**config.mk**
```make
export PLATFORM = sky130hd
export DESIGN_NAME = infix_expression_evaluator_flat
export DESIGN_NICKNAME = d
export VERILOG_FILES = /design/src/hdl/iee_pkg.sv /design/src/hdl/iee_if.sv /design/src/hdl/iee_alu.sv /design/src/hdl/infix_expression_evaluator.sv /design/src/flat_wrapper.sv
export SDC_FILE = /design/constraint.sdc
export NUM_CORES = 2
export LEC_CHECK = 0
export BUFFER_PORTS_ARGS = -buffer_cell sky130_fd_sc_hd__buf_2
export CORE_ASPECT_RATIO = 1.25
export CORE_MARGIN = 8
export CORE_UTILIZATION = 45
export CTS_BUF_LIST = sky130_fd_sc_hd__clkbuf_4 sky130_fd_sc_hd__clkbuf_8
export CTS_CLUSTER_DIAMETER = 100
export DETAILED_ROUTE_END_ITERATION = 8
export GPL_ROUTABILITY_DRIVEN = 1
export PLACE_DENSITY = 0.63
export SYNTH_ARGS = -nofsm -noshare
export SYNTH_HDL_FRONTEND = slang
export SYNTH_SLANG_ARGS = --single-unit
```
**constraint.sdc**
```tcl
create_clock -name i_clk -period 6.2 [get_ports i_clk]
set_clock_uncertainty 0.1 [all_clocks]
set_input_delay 1.24 -clock i_clk [delete_from_list [all_inputs] [get_ports i_clk]]
set_output_delay 1.24 -clock i_clk [all_outputs]
set_load 0.01 [all_outputs]
```
**src/hdl/iee_pkg.sv**
```systemverilog
package iee_pkg;

    localparam int MAX_DEPTH   = 16;
    localparam int VALUE_WIDTH = 32;
    localparam int CHAR_W      = 8;
    localparam int OUT_W       = 32;
    localparam int ERR_W       = 2;

    localparam logic [CHAR_W-1:0] CH_LPAREN = 8'h28;
    localparam logic [CHAR_W-1:0] CH_RPAREN = 8'h29;
    localparam logic [CHAR_W-1:0] CH_STAR   = 8'h2A;
    localparam logic [CHAR_W-1:0] CH_PLUS   = 8'h2B;
    localparam logic [CHAR_W-1:0] CH_MINUS  = 8'h2D;
    localparam logic [CHAR_W-1:0] CH_SLASH  = 8'h2F;
    localparam logic [CHAR_W-1:0] CH_ZERO   = 8'h30;
    localparam logic [CHAR_W-1:0] CH_NINE   = 8'h39;

    typedef enum logic [ERR_W-1:0] {
        ERR_NONE,
        ERR_DIV0,
        ERR_BADCH,
        ERR_DEEP
    } t_err;

    typedef enum logic [1:0] {
        OP_NONE,
        OP_MUL,
        OP_DIV
    } t_op;

    typedef enum logic [1:0] {
        K_ADD,
        K_SUB,
        K_MUL,
        K_DIV
    } t_kind;

    typedef enum logic [2:0] {
        S_IDLE,
        S_DECODE,
        S_FEED,
        S_WAIT,
        S_APPLY,
        S_LOAD,
        S_FINAL,
        S_OUT
    } t_state;

    typedef struct packed {
        logic start;
        logic is_div;
    } t_alu_req;

    typedef struct packed {
        logic busy;
        logic done;
    } t_alu_rsp;

endpackage

```
**src/hdl/iee_if.sv**
```systemverilog
interface iee_in_if;
    logic                           valid;
    logic                           ready;
    logic [iee_pkg::CHAR_W-1:0]     character;
    logic                           last;

    modport source (output valid, output character, output last, input ready);
    modport sink   (input valid, input character, input last, output ready);
endinterface

interface iee_out_if;
    logic                           valid;
    logic                           ready;
    logic signed [iee_pkg::OUT_W-1:0] value;
    logic [iee_pkg::ERR_W-1:0]      error_code;

    modport source (output valid, output value, output error_code, input ready);
    modport sink   (input valid, input value, input error_code, output ready);
endinterface

```
**src/hdl/iee_alu.sv**
```systemverilog
module iee_alu #(
    parameter int VALUE_WIDTH = iee_pkg::VALUE_WIDTH
) (
    input  logic                    i_clk,
    input  logic                    i_rst_n,
    input  iee_pkg::t_alu_req       i_req,
    input  logic [VALUE_WIDTH-1:0]  i_a,
    input  logic [VALUE_WIDTH-1:0]  i_b,
    output iee_pkg::t_alu_rsp       o_rsp,
    output logic [VALUE_WIDTH-1:0]  o_result
);

    localparam int VW    = VALUE_WIDTH;
    localparam int CNT_W = $clog2(VW);

    logic             r_busy, n_busy;
    logic             r_done, n_done;
    logic [CNT_W-1:0] r_cnt, n_cnt;
    logic             r_is_div, n_is_div;
    logic             r_neg, n_neg;
    logic [VW-1:0]    r_acc, n_acc;
    logic [VW-1:0]    r_x, n_x;
    logic [VW-1:0]    r_y, n_y;

    logic [VW:0]      add_a, add_b, add_sum;
    logic             fits;
    logic [VW-1:0]    a_mag, b_mag;

    always_comb begin
        a_mag   = i_a[VW-1] ? (VW'(0) - i_a) : i_a;
        b_mag   = i_b[VW-1] ? (VW'(0) - i_b) : i_b;
        add_a   = r_is_div ? {r_acc, r_x[VW-1]} : {1'b0, r_acc};
        add_b   = r_is_div ? ~{1'b0, r_y} : {1'b0, r_x};
        add_sum = add_a + add_b + (VW+1)'(r_is_div);
        fits    = ~add_sum[VW];
    end

    always_comb begin
        n_busy   = r_busy;
        n_done   = 1'b0;
        n_cnt    = r_cnt;
        n_is_div = r_is_div;
        n_neg    = r_neg;
        n_acc    = r_acc;
        n_x      = r_x;
        n_y      = r_y;
        if (i_req.start) begin
            n_busy   = 1'b1;
            n_cnt    = '0;
            n_is_div = i_req.is_div;
            n_neg    = i_a[VW-1] ^ i_b[VW-1];
            n_acc    = '0;
            n_x      = i_req.is_div ? a_mag : i_a;
            n_y      = i_req.is_div ? b_mag : i_b;
        end else if (r_busy) begin
            if (r_is_div) begin
                n_acc = fits ? add_sum[VW-1:0] : {r_acc[VW-2:0], r_x[VW-1]};
                n_x   = {r_x[VW-2:0], fits};
            end else begin
                if (r_y[0]) begin
                    n_acc = add_sum[VW-1:0];
                end
                n_x = {r_x[VW-2:0], 1'b0};
                n_y = {1'b0, r_y[VW-1:1]};
            end
            n_cnt = r_cnt + CNT_W'(1);
            if (r_cnt == CNT_W'(VW - 1)) begin
                n_busy = 1'b0;
                n_done = 1'b1;
            end
        end
    end

    always_ff @(posedge i_clk) begin
        if (!i_rst_n) begin
            r_busy <= 1'b0;
            r_done <= 1'b0;
        end else begin
            r_busy <= n_busy;
            r_done <= n_done;
        end
        r_cnt    <= n_cnt;
        r_is_div <= n_is_div;
        r_neg    <= n_neg;
        r_acc    <= n_acc;
        r_x      <= n_x;
        r_y      <= n_y;
    end

    assign o_rsp.busy = r_busy;
    assign o_rsp.done = r_done;
    assign o_result   = r_is_div ? (r_neg ? (VW'(0) - r_x) : r_x) : r_acc;

endmodule

```
**src/hdl/infix_expression_evaluator.sv**
```systemverilog
// Channel   Role    Payload
// i_in      sink    character[7:0], last
// o_out     source  value[31:0] signed, error_code[1:0]
//
// A digit, ( or unmatched ) passes S_IDLE and S_DECODE; an operator also passes S_FEED and S_APPLY, a closing ) S_LOAD.
// After a pending * or / the shared shift-add/subtract unit is started in S_FEED,
// and S_WAIT holds until it reports done.
// Unless an error is set, the final character closes each open level in turn.
// Synchronous active-low reset clears the control state and level zero.
// A waiting result sits in the output register while the next item is taken.
module infix_expression_evaluator #(
    parameter int MAX_DEPTH   = iee_pkg::MAX_DEPTH,
    parameter int VALUE_WIDTH = iee_pkg::VALUE_WIDTH
) (
    input  logic      i_clk,
    input  logic      i_rst_n,
    iee_in_if.sink    i_in,
    iee_out_if.source o_out
);

    localparam int VW      = VALUE_WIDTH;
    localparam int LVL_W   = (MAX_DEPTH > 1) ? $clog2(MAX_DEPTH) : 1;
    localparam int FRAME_W = 3 * VW + 3;
    localparam int OUT_W   = iee_pkg::OUT_W;
    localparam int EXT_W   = (VW > OUT_W) ? VW : OUT_W;

    iee_pkg::t_state r_state, n_state;
    logic [iee_pkg::CHAR_W-1:0] r_char, n_char;
    logic             r_last, n_last;
    logic [LVL_W-1:0] r_lv, n_lv;
    logic             r_ignore, n_ignore;
    iee_pkg::t_err    r_err, n_err;
    logic [VW-1:0]    r_sum, n_sum;
    logic [VW-1:0]    r_term, n_term;
    logic [VW-1:0]    r_cur, n_cur;
    logic             r_neg, n_neg;
    iee_pkg::t_op     r_op, n_op;
    iee_pkg::t_kind   r_kind, n_kind;
    logic             r_closing, n_closing;
    logic [VW-1:0]    r_v, n_v;
    logic [VW-1:0]    r_res, n_res;

    logic             r_out_valid, n_out_valid;
    logic [OUT_W-1:0] r_out_value, n_out_value;
    iee_pkg::t_err    r_out_err, n_out_err;

    logic [FRAME_W-1:0] mem [MAX_DEPTH];
    logic [FRAME_W-1:0] r_rdata;
    logic               mem_we;

    iee_pkg::t_alu_req  alu_req;
    iee_pkg::t_alu_rsp  alu_rsp;
    logic [VW-1:0]      alu_result;

    logic             is_digit, is_lp, is_rp, is_op, skip, lv_full, lv_zero;
    logic             div_zero, out_load;
    iee_pkg::t_kind   char_kind;
    iee_pkg::t_state  st_done;
    logic [iee_pkg::CHAR_W-1:0] digit_raw;
    logic [VW-1:0]    cur_x10, applied_sum;
    logic [EXT_W-1:0] res_ext;

    iee_alu #(
        .VALUE_WIDTH(VALUE_WIDTH)
    ) u_alu (
        .i_clk   (i_clk),
        .i_rst_n (i_rst_n),
        .i_req   (alu_req),
        .i_a     (r_term),
        .i_b     (r_cur),
        .o_rsp   (alu_rsp),
        .o_result(alu_result)
    );

    always_comb begin
        is_digit  = (r_char >= iee_pkg::CH_ZERO) && (r_char <= iee_pkg::CH_NINE);
        is_lp     = (r_char == iee_pkg::CH_LPAREN);
        is_rp     = (r_char == iee_pkg::CH_RPAREN);
        is_op     = (r_char == iee_pkg::CH_PLUS) || (r_char == iee_pkg::CH_MINUS) ||
                    (r_char == iee_pkg::CH_STAR) || (r_char == iee_pkg::CH_SLASH);
        case (r_char)
            iee_pkg::CH_PLUS:  char_kind = iee_pkg::K_ADD;
            iee_pkg::CH_MINUS: char_kind = iee_pkg::K_SUB;
            iee_pkg::CH_STAR:  char_kind = iee_pkg::K_MUL;
            default:           char_kind = iee_pkg::K_DIV;
        endcase
        skip        = (r_err != iee_pkg::ERR_NONE) || r_ignore;
        lv_full     = (r_lv == LVL_W'(MAX_DEPTH - 1));
        lv_zero     = (r_lv == '0);
        div_zero    = (r_op == iee_pkg::OP_DIV) && (r_cur == '0);
        st_done     = r_last ? iee_pkg::S_FINAL : iee_pkg::S_IDLE;
        digit_raw   = r_char - iee_pkg::CH_ZERO;
        cur_x10     = (r_cur << 3) + (r_cur << 1) + VW'(digit_raw[3:0]);
        applied_sum = r_neg ? (r_sum - r_v) : (r_sum + r_v);
        res_ext     = EXT_W'(r_res);
        out_load    = (r_state == iee_pkg::S_OUT) && (!r_out_valid || o_out.ready);
    end

    always_comb begin
        n_state = r_state;
        case (r_state)
            iee_pkg::S_IDLE: begin
                if (i_in.valid) begin
                    n_state = iee_pkg::S_DECODE;
                end
            end
            iee_pkg::S_DECODE: begin
                if (skip) begin
                    n_state = st_done;
                end else if (is_op || (is_rp && !lv_zero)) begin
                    n_state = iee_pkg::S_FEED;
                end else begin
                    n_state = st_done;
                end
            end
            iee_pkg::S_FEED: begin
                if (div_zero) begin
                    n_state = st_done;
                end else if (r_op == iee_pkg::OP_NONE) begin
                    n_state = iee_pkg::S_APPLY;
                end else begin
                    n_state = iee_pkg::S_WAIT;
                end
            end
            iee_pkg::S_WAIT: begin
                if (alu_rsp.done) begin
                    n_state = iee_pkg::S_APPLY;
                end
            end
            iee_pkg::S_APPLY: begin
                if (!r_closing) begin
                    n_state = st_done;
                end else if (lv_zero) begin
                    n_state = iee_pkg::S_OUT;
                end else begin
                    n_state = iee_pkg::S_LOAD;
                end
            end
            iee_pkg::S_LOAD: n_state = st_done;
            iee_pkg::S_FINAL: begin
                n_state = (r_err == iee_pkg::ERR_NONE) ? iee_pkg::S_FEED : iee_pkg::S_OUT;
            end
            iee_pkg::S_OUT: begin
                if (out_load) begin
                    n_state = iee_pkg::S_IDLE;
                end
            end
            default: n_state = iee_pkg::S_IDLE;
        endcase
    end

    always_comb begin
        n_char         = r_char;
        n_last         = r_last;
        n_lv           = r_lv;
        n_ignore       = r_ignore;
        n_err          = r_err;
        n_sum          = r_sum;
        n_term         = r_term;
        n_cur          = r_cur;
        n_neg          = r_neg;
        n_op           = r_op;
        n_kind         = r_kind;
        n_closing      = r_closing;
        n_v            = r_v;
        n_res          = r_res;
        mem_we         = 1'b0;
        alu_req.start  = 1'b0;
        alu_req.is_div = (r_op == iee_pkg::OP_DIV);
        n_out_valid    = r_out_valid && !o_out.ready;
        n_out_value    = r_out_value;
        n_out_err      = r_out_err;
        case (r_state)
            iee_pkg::S_IDLE: begin
                if (i_in.valid) begin
                    n_char = i_in.character;
                    n_last = i_in.last;
                end
            end
            iee_pkg::S_DECODE: begin
                if (!skip) begin
                    if (is_digit) begin
                        n_cur = cur_x10;
                    end else if (is_lp) begin
                        if (lv_full) begin
                            n_err = iee_pkg::ERR_DEEP;
                        end else begin
                            mem_we = 1'b1;
                            n_lv   = r_lv + LVL_W'(1);
                            n_sum  = '0;
                            n_term = '0;
                            n_cur  = '0;
                            n_neg  = 1'b0;
                            n_op   = iee_pkg::OP_NONE;
                        end
                    end else if (is_rp) begin
                        if (lv_zero) begin
                            n_ignore = 1'b1;
                        end else begin
                            n_kind    = iee_pkg::K_ADD;
                            n_closing = 1'b1;
                        end
                    end else if (is_op) begin
                        n_kind    = char_kind;
                        n_closing = 1'b0;
                    end else begin
                        n_err = iee_pkg::ERR_BADCH;
                    end
                end
            end
            iee_pkg::S_FEED: begin
                if (div_zero) begin
                    n_err = iee_pkg::ERR_DIV0;
                end else if (r_op == iee_pkg::OP_NONE) begin
                    n_v = r_cur;
                end else begin
                    alu_req.start = 1'b1;
                end
            end
            iee_pkg::S_WAIT: begin
                if (alu_rsp.done) begin
                    n_v = alu_result;
                end
            end
            iee_pkg::S_APPLY: begin
                if ((r_kind == iee_pkg::K_ADD) || (r_kind == iee_pkg::K_SUB)) begin
                    n_sum  = applied_sum;
                    n_res  = applied_sum;
                    n_neg  = (r_kind == iee_pkg::K_SUB);
                    n_op   = iee_pkg::OP_NONE;
                    n_term = '0;
                end else begin
                    n_term = r_v;
                    n_op   = (r_kind == iee_pkg::K_MUL) ? iee_pkg::OP_MUL : iee_pkg::OP_DIV;
                end
                if (!r_closing) begin
                    n_cur = '0;
                end
            end
            iee_pkg::S_LOAD: begin
                n_sum  = r_rdata[3*VW+2 -: VW];
                n_term = r_rdata[2*VW+2 -: VW];
                n_neg  = r_rdata[2];
                n_op   = iee_pkg::t_op'(r_rdata[1:0]);
                n_cur  = r_res;
                n_lv   = r_lv - LVL_W'(1);
            end
            iee_pkg::S_FINAL: begin
                n_kind    = iee_pkg::K_ADD;
                n_closing = 1'b1;
            end
            iee_pkg::S_OUT: begin
                if (out_load) begin
                    n_out_valid = 1'b1;
                    n_out_value = (r_err == iee_pkg::ERR_NONE) ? res_ext[OUT_W-1:0] : '0;
                    n_out_err   = r_err;
                    n_lv        = '0;
                    n_ignore    = 1'b0;
                    n_err       = iee_pkg::ERR_NONE;
                    n_sum       = '0;
                    n_term      = '0;
                    n_cur       = '0;
                    n_neg       = 1'b0;
                    n_op        = iee_pkg::OP_NONE;
                end
            end
            default: begin
            end
        endcase
    end

    always_ff @(posedge i_clk) begin
        if (!i_rst_n) begin
            r_state     <= iee_pkg::S_IDLE;
            r_lv        <= '0;
            r_ignore    <= 1'b0;
            r_err       <= iee_pkg::ERR_NONE;
            r_sum       <= '0;
            r_term      <= '0;
            r_cur       <= '0;
            r_neg       <= 1'b0;
            r_op        <= iee_pkg::OP_NONE;
            r_out_valid <= 1'b0;
        end else begin
            r_state     <= n_state;
            r_lv        <= n_lv;
            r_ignore    <= n_ignore;
            r_err       <= n_err;
            r_sum       <= n_sum;
            r_term      <= n_term;
            r_cur       <= n_cur;
            r_neg       <= n_neg;
            r_op        <= n_op;
            r_out_valid <= n_out_valid;
        end
        r_char      <= n_char;
        r_last      <= n_last;
        r_kind      <= n_kind;
        r_closing   <= n_closing;
        r_v         <= n_v;
        r_res       <= n_res;
        r_out_value <= n_out_value;
        r_out_err   <= n_out_err;
    end

    always_ff @(posedge i_clk) begin
        if (mem_we) begin
            mem[r_lv] <= {r_sum, r_term, r_cur, r_neg, r_op};
        end
        r_rdata <= mem[r_lv - LVL_W'(1)];
    end

    assign i_in.ready       = (r_state == iee_pkg::S_IDLE);
    assign o_out.valid      = r_out_valid;
    assign o_out.value      = r_out_value;
    assign o_out.error_code = r_out_err;

`ifndef NO_ASSERTIONS
    a_alu_start_free: assert property (@(posedge i_clk) disable iff (!i_rst_n)
        alu_req.start |-> !alu_rsp.busy)
        else $error("shared unit started while busy");

    a_alu_done_wait: assert property (@(posedge i_clk) disable iff (!i_rst_n)
        alu_rsp.done |-> (r_state == iee_pkg::S_WAIT))
        else $error("shared unit finished outside wait");

    a_level_range: assert property (@(posedge i_clk) disable iff (!i_rst_n)
        r_lv <= LVL_W'(MAX_DEPTH - 1))
        else $error("nesting level out of range");

    a_error_zero_value: assert property (@(posedge i_clk) disable iff (!i_rst_n)
        (o_out.valid && (o_out.error_code != iee_pkg::ERR_NONE)) |-> (o_out.value == '0))
        else $error("nonzero value with error");
`endif

endmodule
```
**src/flat_wrapper.sv**
```systemverilog
// flat-port wrapper written by rule: the top's interface ports become plain ports
module infix_expression_evaluator_flat 
#(
    parameter int MAX_DEPTH   = iee_pkg::MAX_DEPTH,
    parameter int VALUE_WIDTH = iee_pkg::VALUE_WIDTH
)
  (i_clk, i_rst_n, i_in_valid, i_in_character, i_in_last, i_in_ready, o_out_valid, o_out_value, o_out_error_code, o_out_ready);
  iee_in_if i_in_i ();
  iee_out_if o_out_i ();
  input  logic i_clk;
  input  logic i_rst_n;
  input wire logic [$bits(i_in_i.valid)-1:0] i_in_valid;
  input wire logic [$bits(i_in_i.character)-1:0] i_in_character;
  input wire logic [$bits(i_in_i.last)-1:0] i_in_last;
  output wire logic [$bits(i_in_i.ready)-1:0] i_in_ready;
  output wire logic [$bits(o_out_i.valid)-1:0] o_out_valid;
  output wire logic [$bits(o_out_i.value)-1:0] o_out_value;
  output wire logic [$bits(o_out_i.error_code)-1:0] o_out_error_code;
  input wire logic [$bits(o_out_i.ready)-1:0] o_out_ready;
  assign i_in_i.valid = i_in_valid;
  assign i_in_i.character = i_in_character;
  assign i_in_i.last = i_in_last;
  assign i_in_ready = i_in_i.ready;
  assign o_out_valid = o_out_i.valid;
  assign o_out_value = o_out_i.value;
  assign o_out_error_code = o_out_i.error_code;
  assign o_out_i.ready = o_out_ready;
  infix_expression_evaluator #(.MAX_DEPTH(MAX_DEPTH), .VALUE_WIDTH(VALUE_WIDTH)) u_core (.i_clk(i_clk), .i_rst_n(i_rst_n), .i_in(i_in_i), .o_out(o_out_i));
endmodule
```
# After elaboration in Yosys (flattened, before gate mapping)
# Memories as Yosys holds them, arrays and structs flattened. A register that Yosys moved wholly into a read port is not among the register bits.
# Index checks and enable logic that the tools add are counted.
dict set report classes {
  add_sub_neg 13
  n_lt_le_gt_ge 2
  n_eq_ne 41
  muxes 113
  bitwise_logic 5
  n_reduce_logical 45
}
# cell count
set ops {}
lappend ops {{32-bit 2-to-1 mux} 28}
lappend ops {{32-bit one-hot mux with 4 select lines} 3}
lappend ops {{1-bit by 32-bit subtractor with 32-bit output (first input constant)} 3}
lappend ops {{33-bit 2-to-1 mux} 2}
lappend ops {{32-bit adder} 2}
lappend ops {{32-bit one-hot mux with 2 select lines} 1}
lappend ops {{8-bit by 6-bit == test with 1-bit output (second input constant)} 6}
lappend ops {{2-bit 2-to-1 mux} 21}
lappend ops {{1-bit 2-to-1 mux} 34}
lappend ops {{33-bit by 1-bit adder with 33-bit output} 1}
lappend ops {{33-bit adder} 1}
lappend ops {{32-bit NOT with 33-bit output} 1}
lappend ops {{32-bit by 4-bit adder with 32-bit output} 1}
lappend ops {{32-bit zero test} 1}
lappend ops {{32-bit subtractor} 1}
lappend ops {{3-bit 2-to-1 mux} 10}
lappend ops {{3-bit one-hot mux with 8 select lines} 1}
lappend ops {{6-bit AND reduction} 4}
lappend ops {{4-bit 2-to-1 mux} 5}
lappend ops {{2-bit by 1-bit inequality test with 1-bit output (second input constant)} 8}
lappend ops {{2-bit inequality test (second input constant)} 8}
lappend ops {{7-bit AND reduction} 2}
lappend ops {{3-bit == test (second input constant)} 4}
lappend ops {{2-bit one-hot mux with 3 select lines} 2}
lappend ops {{other kinds (35)} 69}
dict set report totals {
  regBits 325
  ram_bits 1584
  output_inout_bits 36
  word_cells 246
  memories 1
}
# name depth width read_ports rd_ports_with_merged_regs wr line_no
set memory_table {}
lappend memory_table {u_core.mem 16 99 1 1 1 infix_expression_evaluator.sv:47} ;# logic [FRAME_W-1:0] mem [MAX_DEPTH];

# Logic depth before layout (Yosys ltp)
dict set report logic_depth {
  depth_word 10
  depth_mapped 18
}

# Hierarchy
# From an unflattened synthesis, not the netlist that was laid out.
dict set report hier_totals {
  cells_unflattened 4013
  area_unflattened_um2 63507.2
}
# module n_inst cells_per_inst area_per_inst_um2 seq_area_each_um2
set by_module_without_submodules {}
lappend by_module_without_submodules {infix_expression_evaluator 1 2920 54541.1 39037.4}
lappend by_module_without_submodules {iee_alu 1 1093 8966.1 2762.6}

# Worst setup path after synthesis
# Ideal clock, no wire load.
dict set report synth_path {
  path_type {register -> register}
  startpoint {reg u_core.r_state[0]}
  endpoint {mem u_core.mem[1][0] in the netlist's numbering, enable pin}
  setup_time_ns 0.574
  t_arrival_ns 6.094
  required_ns 5.526
  slack_ns -0.568
  stages_incl_launch_ff 8
  path_buffers 1
  synth_period_minus_slack_ns 6.768
  path_cell_list {dfxtp_1 > clkbuf_1 > nor2b_1 > nor2b_1 > nand3_1 > nor2_1 > nand2_1 > nor3_1}
}
dict set report synth_via {
  elab_chain_cells 4
}
# item line_no
set synth_lines {}
lappend synth_lines {{start, declared} infix_expression_evaluator.sv:27} ;# iee_pkg::t_state r_state, n_state;
lappend synth_lines {{start signal, assigned} infix_expression_evaluator.sv:274} ;# r_state <= iee_pkg::S_IDLE;
lappend synth_lines {{start signal, assigned} infix_expression_evaluator.sv:285} ;# r_state <= n_state;
lappend synth_lines {{3-bit by 1-bit == test with 1-bit output} infix_expression_evaluator.sv:173} ;# case (r_state)
lappend synth_lines {{1-bit 2-to-1 mux} infix_expression_evaluator.sv:173}
lappend synth_lines {{1-bit 2-to-1 mux} infix_expression_evaluator.sv:307} ;# if (mem_we) begin
lappend synth_lines {{1-bit 2-to-1 mux (not written as such)} infix_expression_evaluator.sv:308} ;# mem[r_lv] <= {r_sum, r_term, r_cur, r_neg, r_op};
lappend synth_lines {{end, declared} infix_expression_evaluator.sv:47}
# No other way between the ends.

# Final worst setup path
dict set report layout_path {
  startpoint {reg u_core.u_alu.r_is_div}
  endpoint {reg u_core.u_alu.r_acc[6]}
}
dict set report layout_via {
  elab_chain_cells 5
  word_cells_on_any_way 9
  cone_classes {add/sub (2); mux (5); reduce/logical (2)}
}
# item line_no
set layout_lines {}
lappend layout_lines {{start, declared} iee_alu.sv:19} ;# logic r_is_div, n_is_div;
lappend layout_lines {{start signal, assigned} iee_alu.sv:83} ;# r_is_div <= n_is_div;
lappend layout_lines {{33-bit 2-to-1 mux, on equally long branches} {iee_alu.sv:32, iee_alu.sv:33}}
lappend layout_lines {{33-bit adder} iee_alu.sv:34} ;# add_sum = add_a + add_b + (VW+1)'(r_is_div);
lappend layout_lines {{33-bit by 1-bit adder with 33-bit output} iee_alu.sv:34}
lappend layout_lines {{32-bit 2-to-1 mux, on equally long branches} {iee_alu.sv:60, iee_alu.sv:57}}
lappend layout_lines {{32-bit 2-to-1 mux} iee_alu.sv:56} ;# if (r_is_div) begin
lappend layout_lines {{end signal, assigned} iee_alu.sv:85} ;# r_acc <= n_acc;
lappend layout_lines {{end, declared} iee_alu.sv:21} ;# logic [VW-1:0] r_acc, n_acc;
# Several ways; a longest one is shown, not always the timed one. The select of a mux whose other input is x is not followed.
# A chain may end at the register's enable or synchronous reset.

==> metrics <==
ys async rst share 0%; ys flop type edfxtp_1; Synth top cells by count 1248 x edfxtp_1, 335 x mux4_2, 283 x nor2_1; die height 436 um; slowest cell delay on critical path 0.92 ns; CTS sink count 1464; H-tree depth 4; CP max FO 41; # resized after CTS 0; Highest Clock Rate 187 MHz; Pwr Density 296 nW/um^2; vias in the first global route 37800; critical setup path kind register to register; Seq/Total Area, Yosys 65.8%; Starting Density 45.2%; Worst-Skew Late Latency 0.93 ns; final setup vio count 0; hold wc startpoint i_in_character[6]; layout net count 4451; crit-path cells buf_4, mux2_2, ha_1, a21oi_1, a21oi_1, or2_2, a31oi_1, a21oi_1, a211oi_1, mux2i_4, buf_4, mux2i_1, a21oi_1; final worst-path cycle share 86.3%; top cell type by total area after synthesis edfxtp_1; DRC viols 0; RSZ-0062 raised after global routing false; CP Launch Point u_core.u_alu.r_is_div$_DFFE_PP_; max-slew violations 0; ANT nets after route 0; VDD IR-drop max 0.000174 V; class of the worst hold path input pin to register; crit-path leading delay family compound AO/OA/AOI/OAI gates; clk buf depth 3; Num CTS Buffers 211; HPWL Detailed 108000 um; DR WL/cell 26.7 um; Crit path arrival time 6.00 ns; clock root cell clkbuf_8; Post-CTS Setup Bufs 0; fraction of layout cells with a size suffix above 1 20.8%; Required @ worst endpoint 6.85 ns; status finished, final reports clean; library cells used by synthesis 73; Hold Buf Count CTS 0; via-per-instance ratio 5.93; Startpoint Class register; max_cap viols 0; final hold vios 0; Post-Route WL 170000 um; Rel. slew slack 18.2%; most frequent CP cell a21oi_1; CP bufs+invs 2; total number of vias 37700; pin count of the biggest net entering global routing 90; Synth area leaders edfxtp_1 59%, mux4_2 12%, dfxtp_1 6.8%, ha_1 2.6%, o21ai_0 1.9%; CTS tree built; # rows 154; flop and latch count out of synthesis 1464; first-pass GRT wire length 249000 um; Post-Synthesis Cells 4099; Worst Max-Slew Pin Slew 1.23 ns; I/O pin count 49; die area 153000 sq um; IO buf count 48; all-layer global routing usage 21.5%; setup tns final 0 ns; minimum clock period 5.35 ns; antenna violations before repair 2; core footprint 140000 sq um; Post-Syn Area 63500 sq um; DR pass1 iterations 7; routability-driven placement congestion ratio 0.950; Layout area overhead 12.2%; syn_area_per_cell 15.5 sq um; Die X 352 um; global route overflow 0; Worst-path clk slew 0.06 ns; RR Startpoint u_core.u_alu.r_is_div$_DFFE_PP_; Lkg Pwr 23.6 nW; Detailed Route Iter0 Violations 3685; fin util 50.7%; crit end category register; area share of the largest cell type after synthesis 59.0%; count leader, synth edfxtp_1; Slowest-stage cell, CP edfxtp_1; Fin Hold WS 0.386 ns; Yosys Warn Count 0; EDFF count, synth 1248
-- worst register-to-register path: stages (launching register included) --
cell      delay (ns)
edfxtp_1        0.92
buf_4           0.52
mux2_2          0.40
ha_1            0.38
a21oi_1         0.34
a21oi_1         0.13
or2_2           0.29
a31oi_1         0.18
a21oi_1         0.14
a211oi_1        0.59
mux2i_4         0.32
buf_4           0.50
mux2i_1         0.30
a21oi_1         0.08
-- final timing paths --
path / depth (start not counted) / to / slack [ns]
setup / recovery: 13 / u_core.u_alu.r_acc[6]$_SDFFE_PP0P_ / 0.85
hold / removal: 1 / u_core.r_char[6]$_DFFE_PP_ / 0.39
setup reg to reg: 13 / u_core.u_alu.r_acc[6]$_SDFFE_PP0P_ / 0.85
hold reg to reg: 2 / u_core.r_term[21]$_SDFFE_PN0P_ / 0.40
-- logic make-up after synthesis --
family / Yosys count / share of synthesized area [%]
adders and majority gates: 135 / 2.72
xor gates and xnor gates: 201 / 2.77
other: 1 / 0.00590
DFF: 1464 / 65.8
muxes: 415 / 13.2
and+or+nand+nor: 830 / 6.08
buffers and inverters: 277 / 1.67
AOI/OAI and AO/OA: 776 / 7.74
-- where the power goes --
group	switching, mW	internal, mW	leakage (nW)
clock network	3.69	4.38	2.43
registers	0.359	10.9	12.9
logic	1.05	0.719	8.29
total	5.10	16.0	23.6
-- sequential cells by signal (all words and copies together) (netlist names), 2 cells and up --
signal	flops
u_core.u_alu.r_cnt	5
u_core.r_cur	32
u_core.r_term	32
u_core.r_rdata	67
u_core.r_lv	4
u_core.r_v	32
u_core.r_err	2
u_core.r_char	8
u_core.o_out.error_code	2
u_core.u_alu.r_x	32
u_core.u_alu.r_y	32
u_core.r_res	32
u_core.u_alu.r_acc	32
u_core.r_sum	32
u_core.o_out.value	32
u_core.mem	1072
u_core.r_state	3
u_core.r_op	2
u_core.r_kind	2
-- per-stage QoR --
| step | setup WS (ns) | cells | total power, mW | area (sq um) |
|---|---|---|---|---|
| after floorplan | 1.21 | 4165 | 12.5 | 63800 |
| after global placement | 0.964 | 5962 | 13.2 | 66700 |
| after detailed placement | 0.918 | 5962 | 13.2 | 66700 |
| after CTS | 0.876 | 6363 | 21.3 | 71300 |
| after global routing | 0.472 | 6364 | 21.8 | 71300 |
| final | 0.850 | 6364 | 21.1 | 71300 |
-- final cells by class --
class / instances / area [sq um]
diodes: 1 / 2.50
repair buffers: 148 / 1230
well taps: 1872 / 2340
flip-flops and latches: 1464 / 41800
inverters: 54 / 204
multi-input cells: 2424 / 21100
clock buffers: 324 / 4000
fillers: 11600 / 69200
clock inverters: 77 / 573
-- layer usage --
metal | global-route usage [%] | part of all wire, %
met5 | 0 | 0
met4 | 8.78 | 3.9
met3 | 3.38 | 6.1
met2 | 35.8 | 49
met1 | 28.3 | 41
-- cell usage in the layout, fill, tap and decap left out, types with 72 or more instances in the layout --
| cell | Yosys | routed |
|---|---|---|
| edfxtp_1 | 1248 | 1248 |
| mux4_2 | 335 | 335 |
| nor2_1 | 283 | 265 |
| clkbuf_8 | 0 | 250 |
| o21ai_0 | 243 | 242 |
| nand2_1 | 224 | 223 |
| dfxtp_1 | 216 | 215 |
| a21oi_1 | 212 | 211 |
| ha_1 | 130 | 129 |
| xnor2_1 | 120 | 118 |
| xor2_1 | 81 | 81 |
| buf_4 | 0 | 81 |
| clkbuf_4 | 0 | 74 |
| nor3_1 | 76 | 72 |
Note: power is estimated with default switching activity, not from simulation.
